<file path="src/rtl/pnn_pkg.sv">
package pnn_pkg;

    // Capacity and fixed-point formats.
    localparam int MAX_CANDIDATES  = 4096;
    localparam int COORD_FRAC_BITS = 10;
    localparam int INV_FRAC_BITS   = 20;
    localparam int POS_W           = $clog2(MAX_CANDIDATES);
    localparam int CNT_W           = $clog2(MAX_CANDIDATES + 1);
    localparam int IDX_W           = 12;
    localparam int COORD_W         = 21;
    localparam int DIFF_W          = 22;
    localparam int ENTRY_W         = 21;
    localparam int REG_W           = 63;
    localparam int OPND_W          = 25;
    localparam int ACC_W           = 50;
    localparam int REM_W           = 24;
    localparam int CART_W          = 24;
    localparam int SQ_W            = 43;
    localparam int ROOT_W          = 44;
    localparam int DIST_W          = 21;
    localparam int QUEUE_DEPTH     = 2;
    localparam int QPTR_W          = $clog2(QUEUE_DEPTH);
    localparam int QFILL_W         = $clog2(QUEUE_DEPTH + 1);
    localparam int CFG_IDX_W       = 3;

    localparam logic [SQ_W-1:0]          SQ_MAX     = {SQ_W{1'b1}};
    localparam logic [DIST_W-1:0]        DIST_MAX   = {DIST_W{1'b1}};
    localparam logic signed [ACC_W-1:0]  ROUND_HALF = ACC_W'(64'sd1 <<< (INV_FRAC_BITS - 1));
    localparam logic [ROOT_W-1:0]        SQRT_BIT0  = ROOT_W'(64'd1 << (SQ_W - 1));

    // Configuration register indexes.
    typedef enum logic [CFG_IDX_W-1:0] {
        CFG_BOX_ROW_X  = 3'd0,
        CFG_BOX_ROW_Y  = 3'd1,
        CFG_BOX_ROW_Z  = 3'd2,
        CFG_FRAC_COL_X = 3'd3,
        CFG_FRAC_COL_Y = 3'd4,
        CFG_FRAC_COL_Z = 3'd5
    } cfg_idx_t;

    typedef logic [2:0][REG_W-1:0] mat_t;

    typedef struct packed {
        mat_t box;
        mat_t frac;
    } cfg_t;

    // One queued request: displacement and end-of-run mark.
    typedef struct packed {
        logic signed [DIFF_W-1:0] dx;
        logic signed [DIFF_W-1:0] dy;
        logic signed [DIFF_W-1:0] dz;
        logic                     last;
    } qentry_t;

    typedef enum logic [2:0] {
        ST_IDLE,
        ST_MUL,
        ST_ADD,
        ST_ROUND,
        ST_KEEP,
        ST_SQRT,
        ST_FIN
    } state_t;

    typedef enum logic [1:0] {
        PH_FRAC,
        PH_BOX,
        PH_SQ
    } phase_t;

    // Signed 21-bit entry c of a packed matrix register.
    function automatic logic signed [ENTRY_W-1:0] entry(input logic [REG_W-1:0] w,
                                                        input logic [1:0] c);
        logic signed [ENTRY_W-1:0] e;
        case (c)
            2'd0:    e = w[20:0];
            2'd1:    e = w[41:21];
            default: e = w[62:42];
        endcase
        return e;
    endfunction

endpackage

</file>
<file path="src/rtl/pnn_if.sv">
interface pnn_item_if;
    logic                                    valid;
    logic                                    ready;
    logic signed [pnn_pkg::COORD_W-1:0]      query_x;
    logic signed [pnn_pkg::COORD_W-1:0]      query_y;
    logic signed [pnn_pkg::COORD_W-1:0]      query_z;
    logic signed [pnn_pkg::COORD_W-1:0]      cand_x;
    logic signed [pnn_pkg::COORD_W-1:0]      cand_y;
    logic signed [pnn_pkg::COORD_W-1:0]      cand_z;
    logic                                    last_candidate;

    modport source (output valid, query_x, query_y, query_z, cand_x, cand_y, cand_z,
                    last_candidate, input ready);
    modport sink (input valid, query_x, query_y, query_z, cand_x, cand_y, cand_z,
                  last_candidate, output ready);
endinterface

interface pnn_result_if;
    logic                          valid;
    logic                          ready;
    logic [pnn_pkg::IDX_W-1:0]     nearest_index;
    logic [pnn_pkg::DIST_W-1:0]    nearest_distance;
    logic                          count_overflow;

    modport source (output valid, nearest_index, nearest_distance, count_overflow,
                    input ready);
    modport sink (input valid, nearest_index, nearest_distance, count_overflow,
                  output ready);
endinterface

interface pnn_cfg_if;
    logic                              valid;
    logic                              ready;
    logic [pnn_pkg::CFG_IDX_W-1:0]     index;
    logic [pnn_pkg::REG_W-1:0]         data;

    modport source (output valid, index, data, input ready);
    modport sink (input valid, index, data, output ready);
endinterface

</file>
<file path="src/rtl/pnn_front.sv">
module pnn_front
(
    input  logic               clk,
    input  logic               rst_n,
    pnn_item_if.sink           item,
    output logic               q_valid,
    output pnn_pkg::qentry_t   q_data,
    input  logic               q_pop
);

    pnn_pkg::qentry_t                 mem_reg [pnn_pkg::QUEUE_DEPTH];
    logic [pnn_pkg::QPTR_W-1:0]       wr_ptr_reg;
    logic [pnn_pkg::QPTR_W-1:0]       rd_ptr_reg;
    logic [pnn_pkg::QFILL_W-1:0]      fill_reg;
    logic [pnn_pkg::QFILL_W-1:0]      fill_next;
    logic                             push;
    logic                             pop;
    pnn_pkg::qentry_t                 entry_new;

    // The displacement is formed as the request comes in.
    always_comb
    begin
        entry_new.dx   = pnn_pkg::DIFF_W'(item.query_x) - pnn_pkg::DIFF_W'(item.cand_x);
        entry_new.dy   = pnn_pkg::DIFF_W'(item.query_y) - pnn_pkg::DIFF_W'(item.cand_y);
        entry_new.dz   = pnn_pkg::DIFF_W'(item.query_z) - pnn_pkg::DIFF_W'(item.cand_z);
        entry_new.last = item.last_candidate;
    end

    assign item.ready = (fill_reg != pnn_pkg::QFILL_W'(pnn_pkg::QUEUE_DEPTH));
    assign push       = item.valid && item.ready;
    assign q_valid    = (fill_reg != '0);
    assign pop        = q_pop && q_valid;
    assign q_data     = mem_reg[rd_ptr_reg];

    always_comb
    begin
        fill_next = fill_reg;
        if (push && !pop)
        begin
            fill_next = fill_reg + 1'b1;
        end
        else if (pop && !push)
        begin
            fill_next = fill_reg - 1'b1;
        end
    end

    // Queue pointers and fill level.
    always_ff @(posedge clk or negedge rst_n)
    begin
        if (!rst_n)
        begin
            wr_ptr_reg <= '0;
            rd_ptr_reg <= '0;
            fill_reg   <= '0;
        end
        else
        begin
            if (push)
            begin
                wr_ptr_reg <= wr_ptr_reg + 1'b1;
            end
            if (pop)
            begin
                rd_ptr_reg <= rd_ptr_reg + 1'b1;
            end
            fill_reg <= fill_next;
        end
    end

    // Queue storage.
    always_ff @(posedge clk)
    begin
        if (push)
        begin
            mem_reg[wr_ptr_reg] <= entry_new;
        end
    end

endmodule

</file>
<file path="src/rtl/pnn_back.sv">
module pnn_back
(
    input  logic               clk,
    input  logic               rst_n,
    input  pnn_pkg::cfg_t      cfg,
    input  logic               q_valid,
    input  pnn_pkg::qentry_t   q_data,
    output logic               q_pop,
    pnn_result_if.source       result
);

    pnn_pkg::state_t                       state_reg;
    pnn_pkg::state_t                       state_next;
    pnn_pkg::phase_t                       phase_reg;
    logic [1:0]                            k_reg;
    logic [1:0]                            c_reg;
    logic signed [pnn_pkg::DIFF_W-1:0]     d_reg [3];
    logic                                  last_reg;
    logic signed [pnn_pkg::ACC_W-1:0]      acc_reg;
    logic signed [pnn_pkg::ACC_W-1:0]      prod_reg;
    logic signed [pnn_pkg::REM_W-1:0]      r_reg [3];
    logic signed [pnn_pkg::CART_W-1:0]     v_reg [3];
    logic signed [pnn_pkg::OPND_W-1:0]     op_a;
    logic signed [pnn_pkg::OPND_W-1:0]     op_b;

    logic signed [pnn_pkg::ACC_W-1:0]      f_val;
    logic signed [pnn_pkg::ACC_W-1:0]      n_val;
    logic signed [pnn_pkg::ACC_W-1:0]      r_val;
    logic signed [pnn_pkg::ACC_W-1:0]      v_val;

    logic [pnn_pkg::SQ_W-1:0]              best_reg;
    logic [pnn_pkg::POS_W-1:0]             pos_reg;
    logic [pnn_pkg::CNT_W-1:0]             count_reg;
    logic                                  overflow_reg;
    logic [pnn_pkg::SQ_W-1:0]              sq_sat;
    logic                                  in_cap;
    logic                                  take;
    logic [pnn_pkg::SQ_W-1:0]              best_next;
    logic [pnn_pkg::POS_W-1:0]             pos_next;
    logic                                  overflow_next;

    logic [pnn_pkg::ROOT_W-1:0]            rem_reg;
    logic [pnn_pkg::ROOT_W-1:0]            root_reg;
    logic [pnn_pkg::ROOT_W-1:0]            bit_reg;
    logic [pnn_pkg::ROOT_W-1:0]            trial;
    logic [pnn_pkg::ROOT_W-1:0]            q_round;
    logic [pnn_pkg::DIST_W-1:0]            dist_val;
    logic [pnn_pkg::IDX_W-1:0]             res_idx_reg;
    logic                                  res_ovf_reg;

    logic                                  out_valid_reg;
    logic [pnn_pkg::IDX_W-1:0]             out_idx_reg;
    logic [pnn_pkg::DIST_W-1:0]            out_dist_reg;
    logic                                  out_ovf_reg;
    logic                                  out_free;
    logic                                  out_load;

    // Operand selection for the shared multiplier.
    always_comb
    begin
        case (phase_reg)
            pnn_pkg::PH_FRAC:
            begin
                op_a = pnn_pkg::OPND_W'(d_reg[c_reg]);
                op_b = pnn_pkg::OPND_W'(pnn_pkg::entry(cfg.frac[k_reg], c_reg));
            end
            pnn_pkg::PH_BOX:
            begin
                op_a = pnn_pkg::OPND_W'(pnn_pkg::entry(cfg.box[k_reg], c_reg));
                op_b = pnn_pkg::OPND_W'(r_reg[c_reg]);
            end
            pnn_pkg::PH_SQ:
            begin
                op_a = pnn_pkg::OPND_W'(v_reg[k_reg]);
                op_b = pnn_pkg::OPND_W'(v_reg[k_reg]);
            end
            default:
            begin
                op_a = '0;
                op_b = '0;
            end
        endcase
    end

    // Wrap the fractional coordinate and round the Cartesian component.
    always_comb
    begin
        f_val = acc_reg >>> pnn_pkg::COORD_FRAC_BITS;
        if (f_val >= 0)
        begin
            n_val = (f_val + pnn_pkg::ROUND_HALF) >>> pnn_pkg::INV_FRAC_BITS;
        end
        else
        begin
            n_val = -((-f_val + pnn_pkg::ROUND_HALF) >>> pnn_pkg::INV_FRAC_BITS);
        end
        r_val = f_val - (n_val <<< pnn_pkg::INV_FRAC_BITS);
        v_val = (acc_reg + pnn_pkg::ROUND_HALF) >>> pnn_pkg::INV_FRAC_BITS;
    end

    // Compare against the running best; first minimum wins.
    always_comb
    begin
        if (unsigned'(acc_reg) > pnn_pkg::ACC_W'(pnn_pkg::SQ_MAX))
        begin
            sq_sat = pnn_pkg::SQ_MAX;
        end
        else
        begin
            sq_sat = acc_reg[pnn_pkg::SQ_W-1:0];
        end
        in_cap        = (count_reg < pnn_pkg::CNT_W'(pnn_pkg::MAX_CANDIDATES));
        take          = in_cap && ((count_reg == '0) || (sq_sat < best_reg));
        best_next     = take ? sq_sat : best_reg;
        pos_next      = take ? count_reg[pnn_pkg::POS_W-1:0] : pos_reg;
        overflow_next = overflow_reg || !in_cap;
    end

    // Square root step and final rounding.
    always_comb
    begin
        trial   = root_reg + bit_reg;
        q_round = root_reg + pnn_pkg::ROOT_W'(rem_reg > root_reg);
        if (q_round > pnn_pkg::ROOT_W'(pnn_pkg::DIST_MAX))
        begin
            dist_val = pnn_pkg::DIST_MAX;
        end
        else
        begin
            dist_val = q_round[pnn_pkg::DIST_W-1:0];
        end
    end

    assign out_free = !out_valid_reg || result.ready;

    // Next state.
    always_comb
    begin
        state_next = state_reg;
        unique case (state_reg)
            pnn_pkg::ST_IDLE:
            begin
                if (q_valid)
                begin
                    state_next = pnn_pkg::ST_MUL;
                end
            end
            pnn_pkg::ST_MUL:
            begin
                state_next = pnn_pkg::ST_ADD;
            end
            pnn_pkg::ST_ADD:
            begin
                if (phase_reg == pnn_pkg::PH_SQ)
                begin
                    state_next = (k_reg == 2'd2) ? pnn_pkg::ST_KEEP : pnn_pkg::ST_MUL;
                end
                else
                begin
                    state_next = (c_reg == 2'd2) ? pnn_pkg::ST_ROUND : pnn_pkg::ST_MUL;
                end
            end
            pnn_pkg::ST_ROUND:
            begin
                state_next = pnn_pkg::ST_MUL;
            end
            pnn_pkg::ST_KEEP:
            begin
                state_next = last_reg ? pnn_pkg::ST_SQRT : pnn_pkg::ST_IDLE;
            end
            pnn_pkg::ST_SQRT:
            begin
                if (bit_reg[0])
                begin
                    state_next = pnn_pkg::ST_FIN;
                end
            end
            pnn_pkg::ST_FIN:
            begin
                if (out_free)
                begin
                    state_next = pnn_pkg::ST_IDLE;
                end
            end
            default:
            begin
                state_next = pnn_pkg::ST_IDLE;
            end
        endcase
    end

    // State machine outputs.
    always_comb
    begin
        q_pop    = 1'b0;
        out_load = 1'b0;
        unique case (state_reg)
            pnn_pkg::ST_IDLE: q_pop    = q_valid;
            pnn_pkg::ST_FIN:  out_load = out_free;
            default:
            begin
                q_pop    = 1'b0;
                out_load = 1'b0;
            end
        endcase
    end

    // Control and run state.
    always_ff @(posedge clk or negedge rst_n)
    begin
        if (!rst_n)
        begin
            state_reg     <= pnn_pkg::ST_IDLE;
            phase_reg     <= pnn_pkg::PH_FRAC;
            k_reg         <= '0;
            c_reg         <= '0;
            best_reg      <= pnn_pkg::SQ_MAX;
            pos_reg       <= '0;
            count_reg     <= '0;
            overflow_reg  <= 1'b0;
            out_valid_reg <= 1'b0;
        end
        else
        begin
            state_reg <= state_next;
            unique case (state_reg)
                pnn_pkg::ST_IDLE:
                begin
                    phase_reg <= pnn_pkg::PH_FRAC;
                    k_reg     <= '0;
                    c_reg     <= '0;
                end
                pnn_pkg::ST_ADD:
                begin
                    if (phase_reg == pnn_pkg::PH_SQ)
                    begin
                        if (k_reg != 2'd2)
                        begin
                            k_reg <= k_reg + 1'b1;
                        end
                    end
                    else if (c_reg != 2'd2)
                    begin
                        c_reg <= c_reg + 1'b1;
                    end
                end
                pnn_pkg::ST_ROUND:
                begin
                    c_reg <= '0;
                    if (k_reg == 2'd2)
                    begin
                        k_reg     <= '0;
                        phase_reg <= (phase_reg == pnn_pkg::PH_FRAC) ?
                                     pnn_pkg::PH_BOX : pnn_pkg::PH_SQ;
                    end
                    else
                    begin
                        k_reg <= k_reg + 1'b1;
                    end
                end
                pnn_pkg::ST_KEEP:
                begin
                    if (last_reg)
                    begin
                        best_reg     <= pnn_pkg::SQ_MAX;
                        pos_reg      <= '0;
                        count_reg    <= '0;
                        overflow_reg <= 1'b0;
                    end
                    else
                    begin
                        best_reg     <= best_next;
                        pos_reg      <= pos_next;
                        overflow_reg <= overflow_next;
                        if (in_cap)
                        begin
                            count_reg <= count_reg + 1'b1;
                        end
                    end
                end
                default:
                begin
                end
            endcase
            if (out_load)
            begin
                out_valid_reg <= 1'b1;
            end
            else if (result.ready)
            begin
                out_valid_reg <= 1'b0;
            end
        end
    end

    // Datapath registers.
    always_ff @(posedge clk)
    begin
        unique case (state_reg)
            pnn_pkg::ST_IDLE:
            begin
                d_reg[0] <= q_data.dx;
                d_reg[1] <= q_data.dy;
                d_reg[2] <= q_data.dz;
                last_reg <= q_data.last;
                acc_reg  <= '0;
            end
            pnn_pkg::ST_MUL:
            begin
                prod_reg <= op_a * op_b;
            end
            pnn_pkg::ST_ADD:
            begin
                acc_reg <= acc_reg + prod_reg;
            end
            pnn_pkg::ST_ROUND:
            begin
                acc_reg <= '0;
                if (phase_reg == pnn_pkg::PH_FRAC)
                begin
                    r_reg[k_reg] <= pnn_pkg::REM_W'(r_val);
                end
                else
                begin
                    v_reg[k_reg] <= pnn_pkg::CART_W'(v_val);
                end
            end
            pnn_pkg::ST_KEEP:
            begin
                rem_reg     <= pnn_pkg::ROOT_W'(best_next);
                root_reg    <= '0;
                bit_reg     <= pnn_pkg::SQRT_BIT0;
                res_idx_reg <= pnn_pkg::IDX_W'(pos_next);
                res_ovf_reg <= overflow_next;
            end
            pnn_pkg::ST_SQRT:
            begin
                if (rem_reg >= trial)
                begin
                    rem_reg  <= rem_reg - trial;
                    root_reg <= (root_reg >> 1) + bit_reg;
                end
                else
                begin
                    root_reg <= root_reg >> 1;
                end
                bit_reg <= bit_reg >> 2;
            end
            default:
            begin
            end
        endcase
        if (out_load)
        begin
            out_idx_reg  <= res_idx_reg;
            out_dist_reg <= dist_val;
            out_ovf_reg  <= res_ovf_reg;
        end
    end

    assign result.valid            = out_valid_reg;
    assign result.nearest_index    = out_idx_reg;
    assign result.nearest_distance = out_dist_reg;
    assign result.count_overflow   = out_ovf_reg;

    // Checks on the sequencer.
    a_count_bound: assert property (@(posedge clk) disable iff (!rst_n)
        count_reg <= pnn_pkg::CNT_W'(pnn_pkg::MAX_CANDIDATES))
        else $error("candidate count beyond capacity");

    a_mul_then_add: assert property (@(posedge clk) disable iff (!rst_n)
        (state_reg == pnn_pkg::ST_MUL) |=> (state_reg == pnn_pkg::ST_ADD))
        else $error("product not accumulated after multiply");

    a_result_from_fin: assert property (@(posedge clk) disable iff (!rst_n)
        $rose(out_valid_reg) |-> $past(state_reg == pnn_pkg::ST_FIN))
        else $error("result raised outside final state");

    a_sqrt_remainder: assert property (@(posedge clk) disable iff (!rst_n)
        (state_reg == pnn_pkg::ST_FIN) |-> (rem_reg <= (root_reg << 1)))
        else $error("square root remainder out of range");

endmodule

</file>
<file path="src/rtl/periodic_nearest_neighbor_search.sv">
// Each candidate passes through the back end in order: it is taken from the queue,
// its 21 products go through one shared multiplier as a multiply step and an add step,
// a wrap/round step follows each matrix row, and a compare-and-keep step closes it.
// A run-closing candidate then adds a bit-serial square root and a load of the output
// register, which waits until the output is free. A two-entry queue takes requests while the back end works.
// Reset clears all configuration registers to zero, empties the queue and starts a fresh run.
module periodic_nearest_neighbor_search
(
    input  logic          clk,
    input  logic          rst_n,
    pnn_item_if.sink      item,
    pnn_result_if.source  result,
    pnn_cfg_if.sink       cfg
);

    pnn_pkg::cfg_t      cfg_reg;
    logic               q_valid;
    pnn_pkg::qentry_t   q_data;
    logic               q_pop;

    assign cfg.ready = 1'b1;

    // Configuration registers.
    always_ff @(posedge clk or negedge rst_n)
    begin
        if (!rst_n)
        begin
            cfg_reg <= '0;
        end
        else if (cfg.valid)
        begin
            unique case (cfg.index)
                pnn_pkg::CFG_BOX_ROW_X:  cfg_reg.box[0]  <= cfg.data;
                pnn_pkg::CFG_BOX_ROW_Y:  cfg_reg.box[1]  <= cfg.data;
                pnn_pkg::CFG_BOX_ROW_Z:  cfg_reg.box[2]  <= cfg.data;
                pnn_pkg::CFG_FRAC_COL_X: cfg_reg.frac[0] <= cfg.data;
                pnn_pkg::CFG_FRAC_COL_Y: cfg_reg.frac[1] <= cfg.data;
                pnn_pkg::CFG_FRAC_COL_Z: cfg_reg.frac[2] <= cfg.data;
                default:
                begin
                end
            endcase
        end
    end

    pnn_front u_front
    (
        .clk     (clk),
        .rst_n   (rst_n),
        .item    (item),
        .q_valid (q_valid),
        .q_data  (q_data),
        .q_pop   (q_pop)
    );

    pnn_back u_back
    (
        .clk     (clk),
        .rst_n   (rst_n),
        .cfg     (cfg_reg),
        .q_valid (q_valid),
        .q_data  (q_data),
        .q_pop   (q_pop),
        .result  (result)
    );

endmodule

</file>
<file path="src/flat_wrapper.sv">
// flat-port wrapper written by rule: the top's interface ports become plain ports
module periodic_nearest_neighbor_search_flat 
  (clk, rst_n, item_valid, item_query_x, item_query_y, item_query_z, item_cand_x, item_cand_y, item_cand_z, item_last_candidate, item_ready, result_valid, result_nearest_index, result_nearest_distance, result_count_overflow, result_ready, cfg_valid, cfg_index, cfg_data, cfg_ready);
  pnn_item_if item_i ();
  pnn_result_if result_i ();
  pnn_cfg_if cfg_i ();
  input  logic clk;
  input  logic rst_n;
  input wire logic [$bits(item_i.valid)-1:0] item_valid;
  input wire logic [$bits(item_i.query_x)-1:0] item_query_x;
  input wire logic [$bits(item_i.query_y)-1:0] item_query_y;
  input wire logic [$bits(item_i.query_z)-1:0] item_query_z;
  input wire logic [$bits(item_i.cand_x)-1:0] item_cand_x;
  input wire logic [$bits(item_i.cand_y)-1:0] item_cand_y;
  input wire logic [$bits(item_i.cand_z)-1:0] item_cand_z;
  input wire logic [$bits(item_i.last_candidate)-1:0] item_last_candidate;
  output wire logic [$bits(item_i.ready)-1:0] item_ready;
  output wire logic [$bits(result_i.valid)-1:0] result_valid;
  output wire logic [$bits(result_i.nearest_index)-1:0] result_nearest_index;
  output wire logic [$bits(result_i.nearest_distance)-1:0] result_nearest_distance;
  output wire logic [$bits(result_i.count_overflow)-1:0] result_count_overflow;
  input wire logic [$bits(result_i.ready)-1:0] result_ready;
  input wire logic [$bits(cfg_i.valid)-1:0] cfg_valid;
  input wire logic [$bits(cfg_i.index)-1:0] cfg_index;
  input wire logic [$bits(cfg_i.data)-1:0] cfg_data;
  output wire logic [$bits(cfg_i.ready)-1:0] cfg_ready;
  assign item_i.valid = item_valid;
  assign item_i.query_x = item_query_x;
  assign item_i.query_y = item_query_y;
  assign item_i.query_z = item_query_z;
  assign item_i.cand_x = item_cand_x;
  assign item_i.cand_y = item_cand_y;
  assign item_i.cand_z = item_cand_z;
  assign item_i.last_candidate = item_last_candidate;
  assign item_ready = item_i.ready;
  assign result_valid = result_i.valid;
  assign result_nearest_index = result_i.nearest_index;
  assign result_nearest_distance = result_i.nearest_distance;
  assign result_count_overflow = result_i.count_overflow;
  assign result_i.ready = result_ready;
  assign cfg_i.valid = cfg_valid;
  assign cfg_i.index = cfg_index;
  assign cfg_i.data = cfg_data;
  assign cfg_ready = cfg_i.ready;
  periodic_nearest_neighbor_search u_core (.clk(clk), .rst_n(rst_n), .item(item_i), .result(result_i), .cfg(cfg_i));
endmodule
</file>
<file path="config.mk">
export PLATFORM = sky130hd
export DESIGN_NAME = periodic_nearest_neighbor_search_flat
export DESIGN_NICKNAME = d
export VERILOG_FILES = /design/src/rtl/pnn_pkg.sv /design/src/rtl/pnn_if.sv /design/src/rtl/pnn_front.sv /design/src/rtl/pnn_back.sv /design/src/rtl/periodic_nearest_neighbor_search.sv /design/src/flat_wrapper.sv
export SDC_FILE = /design/constraint.sdc
export NUM_CORES = 2
export LEC_CHECK = 0
export ABC_CLOCK_PERIOD_IN_PS = 11240
export BUFFER_PORTS_ARGS = -buffer_cell sky130_fd_sc_hd__buf_2
export CORE_ASPECT_RATIO = 1.1
export CORE_UTILIZATION = 43
export DETAILED_ROUTE_END_ITERATION = 7
export GPL_ROUTABILITY_DRIVEN = 0
export PLACE_DENSITY = 0.67
export SYNTH_ARGS = -nofsm -noshare
export SYNTH_HDL_FRONTEND = slang
export SYNTH_SLANG_ARGS = --single-unit
</file>
<file path="constraint.sdc">
create_clock -name clk -period 11.24 [get_ports clk]
set_input_delay 2.248 -clock clk [delete_from_list [all_inputs] [get_ports clk]]
set_output_delay 2.248 -clock clk [all_outputs]
set_load 0.02 [all_outputs]
</file>
# Word-level counts from Yosys, hierarchy flattened
# Memories as Yosys holds them, arrays and structs flattened.
# Index checks and enable logic that the tools add are counted.
# W data, S select, Z words.
# word_totals
input_bits,198
out_inout_bits,37
register_bits,741
memories,4
word_cells,186
ram_bits,344
# mem_list
name,words,word_bits,read_ports,rd_ports_with_merged_regs,wr,line,source
u_core.u_front.mem_reg,2,67,1,0,1,pnn_front.sv:11,pnn_pkg::qentry_t mem_reg [pnn_pkg::QUEUE_DEPTH];
u_core.u_back.r_reg,3,24,1,0,1,pnn_back.sv:21,logic signed [pnn_pkg::REM_W-1:0] r_reg [3];
u_core.u_back.v_reg,3,24,1,0,1,pnn_back.sv:22,logic signed [pnn_pkg::CART_W-1:0] v_reg [3];
u_core.u_back.d_reg,3,22,1,0,3,pnn_back.sv:17,logic signed [pnn_pkg::DIFF_W-1:0] d_reg [3];
# op_classes
magnitude_cmp,8
eq_ne,28
reduce_logical,38
n_mux,57
addsub,21
mul,1
# op_table
operator,n
$pmux W44 S2,3
$bmux W63 S2,2
$pmux W25 S3,2
$mux W43,3
$mux W63,2
$pmux W50 S2,1
$mux W44,2
$pmux W21 S2,2
$sub A21 B21 Y22,3
$add A50 B50 Y50,1
$gt A50 B43 Y1 const B,1
$mul A25 B25 Y50,1
$add A24 B21 Y24 const B,2
$add A43 B44 Y44,1
$add A44 B1 Y44,1
$add A44 B21 Y44 const B,1
$add A44 B44 Y44,1
$ge A44 B44 Y1,1
$gt A44 B21 Y1 const B,1
$gt A44 B44 Y1,1
$sub A44 B44 Y44,1
$lt A43 B43 Y1,1
$ge A40 B1 Y1 const B,1
$mux W13,2
34 further kinds,116

# Depth between registers and ports, before layout
# depth
depth_word,7
mapped_depth,39
mapped_depth_nobuf,34

# Hierarchy
# A second synthesis with hierarchy kept.
# unflattened
cells_unflattened,7630
hier_area_um2,82018.7
# modules_own_cells
mod,seq_area_each_um2,cells_each,n_inst,area_per_inst_um2
pnn_back,16084.2,6108,1,58571.2
periodic_nearest_neighbor_search,9459.1,806,1,15120.8
pnn_front,4124.0,716,1,8326.7

# Worst setup path after synthesis
# No wires, ideal clock.
# synth_path
kind,reg-to-reg
start,register u_core.u_back.c_reg[0]
end,register u_core.u_back.prod_reg[47] (netlist bit) (data pin)
n_path_buf,6
period_less_slack_ns,9.967
arrival_ns,9.701
path_stages_with_launch,40
t_required_ns,10.975
setup_slack_ns,1.273
setup_time_ns,0.265
cell_sequence,dfrtp_1 > clkbuf_1 > clkbuf_1 > inv_1 > ha_1 > nor2_1 > clkbuf_1 > buf_1 > nand2_1 > a21oi_1 > o22ai_1 > o221ai_1 > clkbuf_1 > nand2_1 > fa_1 > inv_1 > fa_1 > inv_1 > (+4 left out) > fa_1 > inv_1 > fa_1 > inv_1 > fa_1 > inv_1 > ha_1 > clkbuf_1 > and4_1 > nand3_1 > nor2_1 > a2111oi_0 > nand3_1 > a21oi_1 > nor3b_1 > a31oi_1 > nor4bb_1 > or3_1
# synth_via
elab_chain_cells,4
word_cells_on_any_way,9
cone_classes,mul: 1; eq/ne: 1; mux: 4; reduce/logical: 1; memory: 2
# synth_lines
element,line,source
start: declaration,pnn_back.sv:16,logic [1:0] c_reg;
start signal: assignment,pnn_back.sv:244,c_reg <= c_reg + 1'b1;
$eq A2 B1 Y1 or $logic_not A2 Y1 (tied branches),pnn_pkg.sv:76,case (c)
$pmux W21 S2,pnn_pkg.sv:76,
$pmux W25 S3,pnn_back.sv:61,case (phase_reg)
$mul A25 B25 Y50 *,pnn_back.sv:310,prod_reg <= op_a * op_b;
end signal: assignment,pnn_back.sv:310,
end: declaration,pnn_back.sv:20,logic signed [pnn_pkg::ACC_W-1:0] prod_reg;
# Every way passes the cells marked *; elsewhere a longest branch is shown, timed or not.
# A chain may end at the register's enable or synchronous reset.

# Worst setup path in the final report
# Same ends and word-level chain as after synthesis.

==> results.md <==
* Status: completed
* Post-Place Cells at 10100
* Crit-path max FO at 202
* 1st-pass router iterations at 6
* Worst Setup SP: u_core.u_back.c_reg[0]
* First-pass GRT wire length at 356000 um
* RSZ-0062 raised after global routing: no
* Fin cells at 10300
* Worst Skew at 0.115 ns
* WHS at 0.418 ns
* Initial DRC count at 5129
* VDD IR max at 0.000372 V
* Final setup fails at 0
* CTS tree: built
* CP Depth at 32
* FF+latch area at 29700 um2
* WP data required at 11.69 ns
* PnR worst setup slack at 0.389 ns
* Drt wl/cell at 22.3 um
* Initial core utilization at 43.2%
* Final Slew Violations at 0
* Place WS at -0.127 ns
* Post-synthesis xor/xnor area fraction at 3.24%
* Largest family of logic cells by synthesized area: adder cells
* Relative slew slack at 18.7%
* R2R Path End: u_core.u_back.prod_reg[47]
* Ys async rst share at 43.4%
* Crit path DAT at 11.30 ns
* Cells after Synth at 7679
* Register clock-pin slew on the reported worst setup and hold paths at 0.06 ns
* Buf/Inv on CP at 8
* Min-Delay Path Class: flip-flop to flip-flop
* # fillers at 16800
* Reg2Reg Launch Point: u_core.u_back.c_reg[0]
* Syn avg cell area at 10.5 um2
* Vias in the first global route at 60800
* Critical path's largest stage delay at 0.81 ns
* Area grow syn2layout at 9.83%
* Placed Instance Area at 84400 um2
* Die area at 189000 um2
* CP Capture Type: flip-flop
* Main synth FF type: edfxtp_1
* Post-DP HPWL at 170000 um
* Chip width at 414 um
* Max Clock Freq at 92.2 MHz
* Max Buffers Root-to-Sink at 3
* Design Area, Final at 88300 um2
* Number of buffers added on ports at 233
* Htree depth at 3
* LEAKAGE at 38.1 nW
* Final WL at 230000 um
* Most frequent cells in the layout: inv_1, nand2_1, fa_1
* Post-CTS Hold Fix Bufs at 0
* Synth unique cells at 89
* Vias per inst at 5.73
* DRC at 0
* Number of I/O pins at 235
* Number of synthesized register bits at 1063
* CTS buffer count at 114
* Antenna violations before repair at 11
* Max reg flops at 378
* Largest delay share family, worst path: adder cells
* Syn Nets at 8975
* CP Capture Point: u_core.u_back.prod_reg[47]
* Rows at 166
* Part of the cycle the worst path needs at 96.5%
* Worst setup SP type: flip-flop
* Area occupied by multi-input gates at 46300 um2
* Clock Sinks at 1063
* End-of-flow core utilization at 47.5%
* Reg2reg path depth at 32
* Die Span Y at 455 um
* # Post-CTS Setup Buffers at 0
* Max cap viols at 0
* Final #Nets at 9066
* Global-route usage over all layers at 24.3%
* Clock Tree Root: clkbuf_16
* Register area share after synthesis at 36.9%
* Mapped Area at 80400 um2
* Synthesis Warnings at 0
* Fin. Hold Viols at 0
* ANT nets after route at 0
* Number of synthesized flops with an enable pin at 602
* PwrDens at 190 nW/um2
* Via count at 59100
* Skew-Pair Late Insertion Delay at 0.82 ns
* Global route total overflow at 0
* Post-synthesis simple-gate area fraction at 11.0%
* Period minus WS final at 10.85 ns
* Most common cell after layout, fill and taps aside: inv_1
* Critical Path Slowest Stage Cell: a31oi_1
* Mux share of post-synthesis cell area at 7.95%
* Layout cell share with drive strength beyond 1 at 15.5%
* CP Class: flip-flop to flip-flop
* Least-Margin Pin Slew at 1.22 ns
* FF-to-FF setup slack at 0.39 ns
* Post-synthesis adder-cell area fraction at 23.2%
* Largest net degree at the start of global routing at 203
* Core ar. at 186000 um2
* Post-synthesis compound-gate area fraction at 11.8%
-- worst reg2reg max path, delay by kind of cell (launching register included) --
kind            cells  cell delay [ns]
fa+ha+maj           9             4.32
simple gates        7             1.78
buf+inv             8             0.99
flops               1             0.54
compound gates      8             2.86
-- stage by stage --
step | TNS, ns | power (W)
6_report | 0 | 0.0168
5_1_grt | 0 | 0.0179
3_5_place_dp | -0.154 | 0.0130
3_3_place_gp | -0.0115 | 0.0127
4_1_cts | 0 | 0.0168
2_1_floorplan | 0 | 0.0109
-- what timing repair did --
action,in CTS,in global routing
pin swaps,1,0
endpoints found under the setup margin,3,8
resized for setup,0,6
cloned,1,0
-- cell families (layout without fill, tap and decap cells) --
group	count (synthesis)	count (layout)
and+or+nand+nor	1903	1904
AOI/OAI and AO/OA	1481	1481
other	1	7
xor gates and xnor gates	297	297
DFF	1063	1063
muxes	578	578
adders and majority gates	1099	1099
buffers and inverters	1257	1447
-- routing by layer --
metal,wire (um),vias up,track usage [%]
met2,111000,2296,40.9
met4,12200,2,12.0
met3,17000,591,4.56
met5,11,-,0
li1,-,26600,-
met1,89500,29600,29.9
-- report_power, final --
group | leakage [nW] | switching [W] | total [W] | internal (W)
Clock | 1.89 | 0.00170 | 0.00384 | 0.00214
Sequential | 11.1 | 0.000205 | 0.00519 | 0.00498
Combinational | 25.1 | 0.00443 | 0.00773 | 0.00330
Total | 38.1 | 0.00633 | 0.0168 | 0.0104
-- cells in the mapped netlist, types with 31 or more instances --
master,n,area (um2)
inv_1,887,3330
nand2_1,651,2440
fa_1,649,13000
edfxtp_1,602,18100
nor2_1,563,2110
mux2_2,485,5460
ha_1,449,5620
dfrtp_1,418,10500
a21oi_1,414,2070
clkbuf_1,305,1140
o21ai_0,299,1500
xnor2_1,204,1790
a21o_1,150,1130
nand3_1,99,495
mux2i_1,93,931
xor2_1,93,815
nor3_1,90,450
nor3b_1,84,631
a31oi_1,83,519
a22oi_1,74,556
o211ai_1,71,533
nand4_1,63,394
a211oi_1,62,465
and3_1,61,382
nor2b_1,57,357
nand2b_1,56,350
or2_2,50,313
o21a_1,44,330
buf_1,43,161
dfstp_2,43,1130
and2_1,40,250
o22a_1,39,342
a22o_1,33,289
or3_1,32,200
a31o_2,31,272
-- area by class of cell --
type                       instances  share of cell area (%)
clock buffer                     155                    3.67
multi-input combinational       5360                    52.4
inverter                         889                    3.78
tap                             2436                    3.45
clock inverter                    61                   0.702
timing repair buffer             342                    2.33
antenna                            6                  0.0170
sequential                      1063                    33.6
-- worst min path at each step --
stage,cells after the start,startpoint,end
after floorplan,0,u_core.u_back.res_ovf_reg,u_core.u_back.result.count_overflow
after global placement,0,u_core.u_back.res_idx_reg[6],u_core.u_back.result.nearest_index[6]
after detailed placement,0,u_core.u_back.res_idx_reg[10],u_core.u_back.result.nearest_index[10]
after CTS,0,u_core.u_back.res_idx_reg[10],u_core.u_back.result.nearest_index[10]
after global routing,0,u_core.u_back.res_idx_reg[0],u_core.u_back.result.nearest_index[0]
final,0,u_core.u_back.res_idx_reg[10],u_core.u_back.result.nearest_index[10]
(Power assumes the default switching activity.)
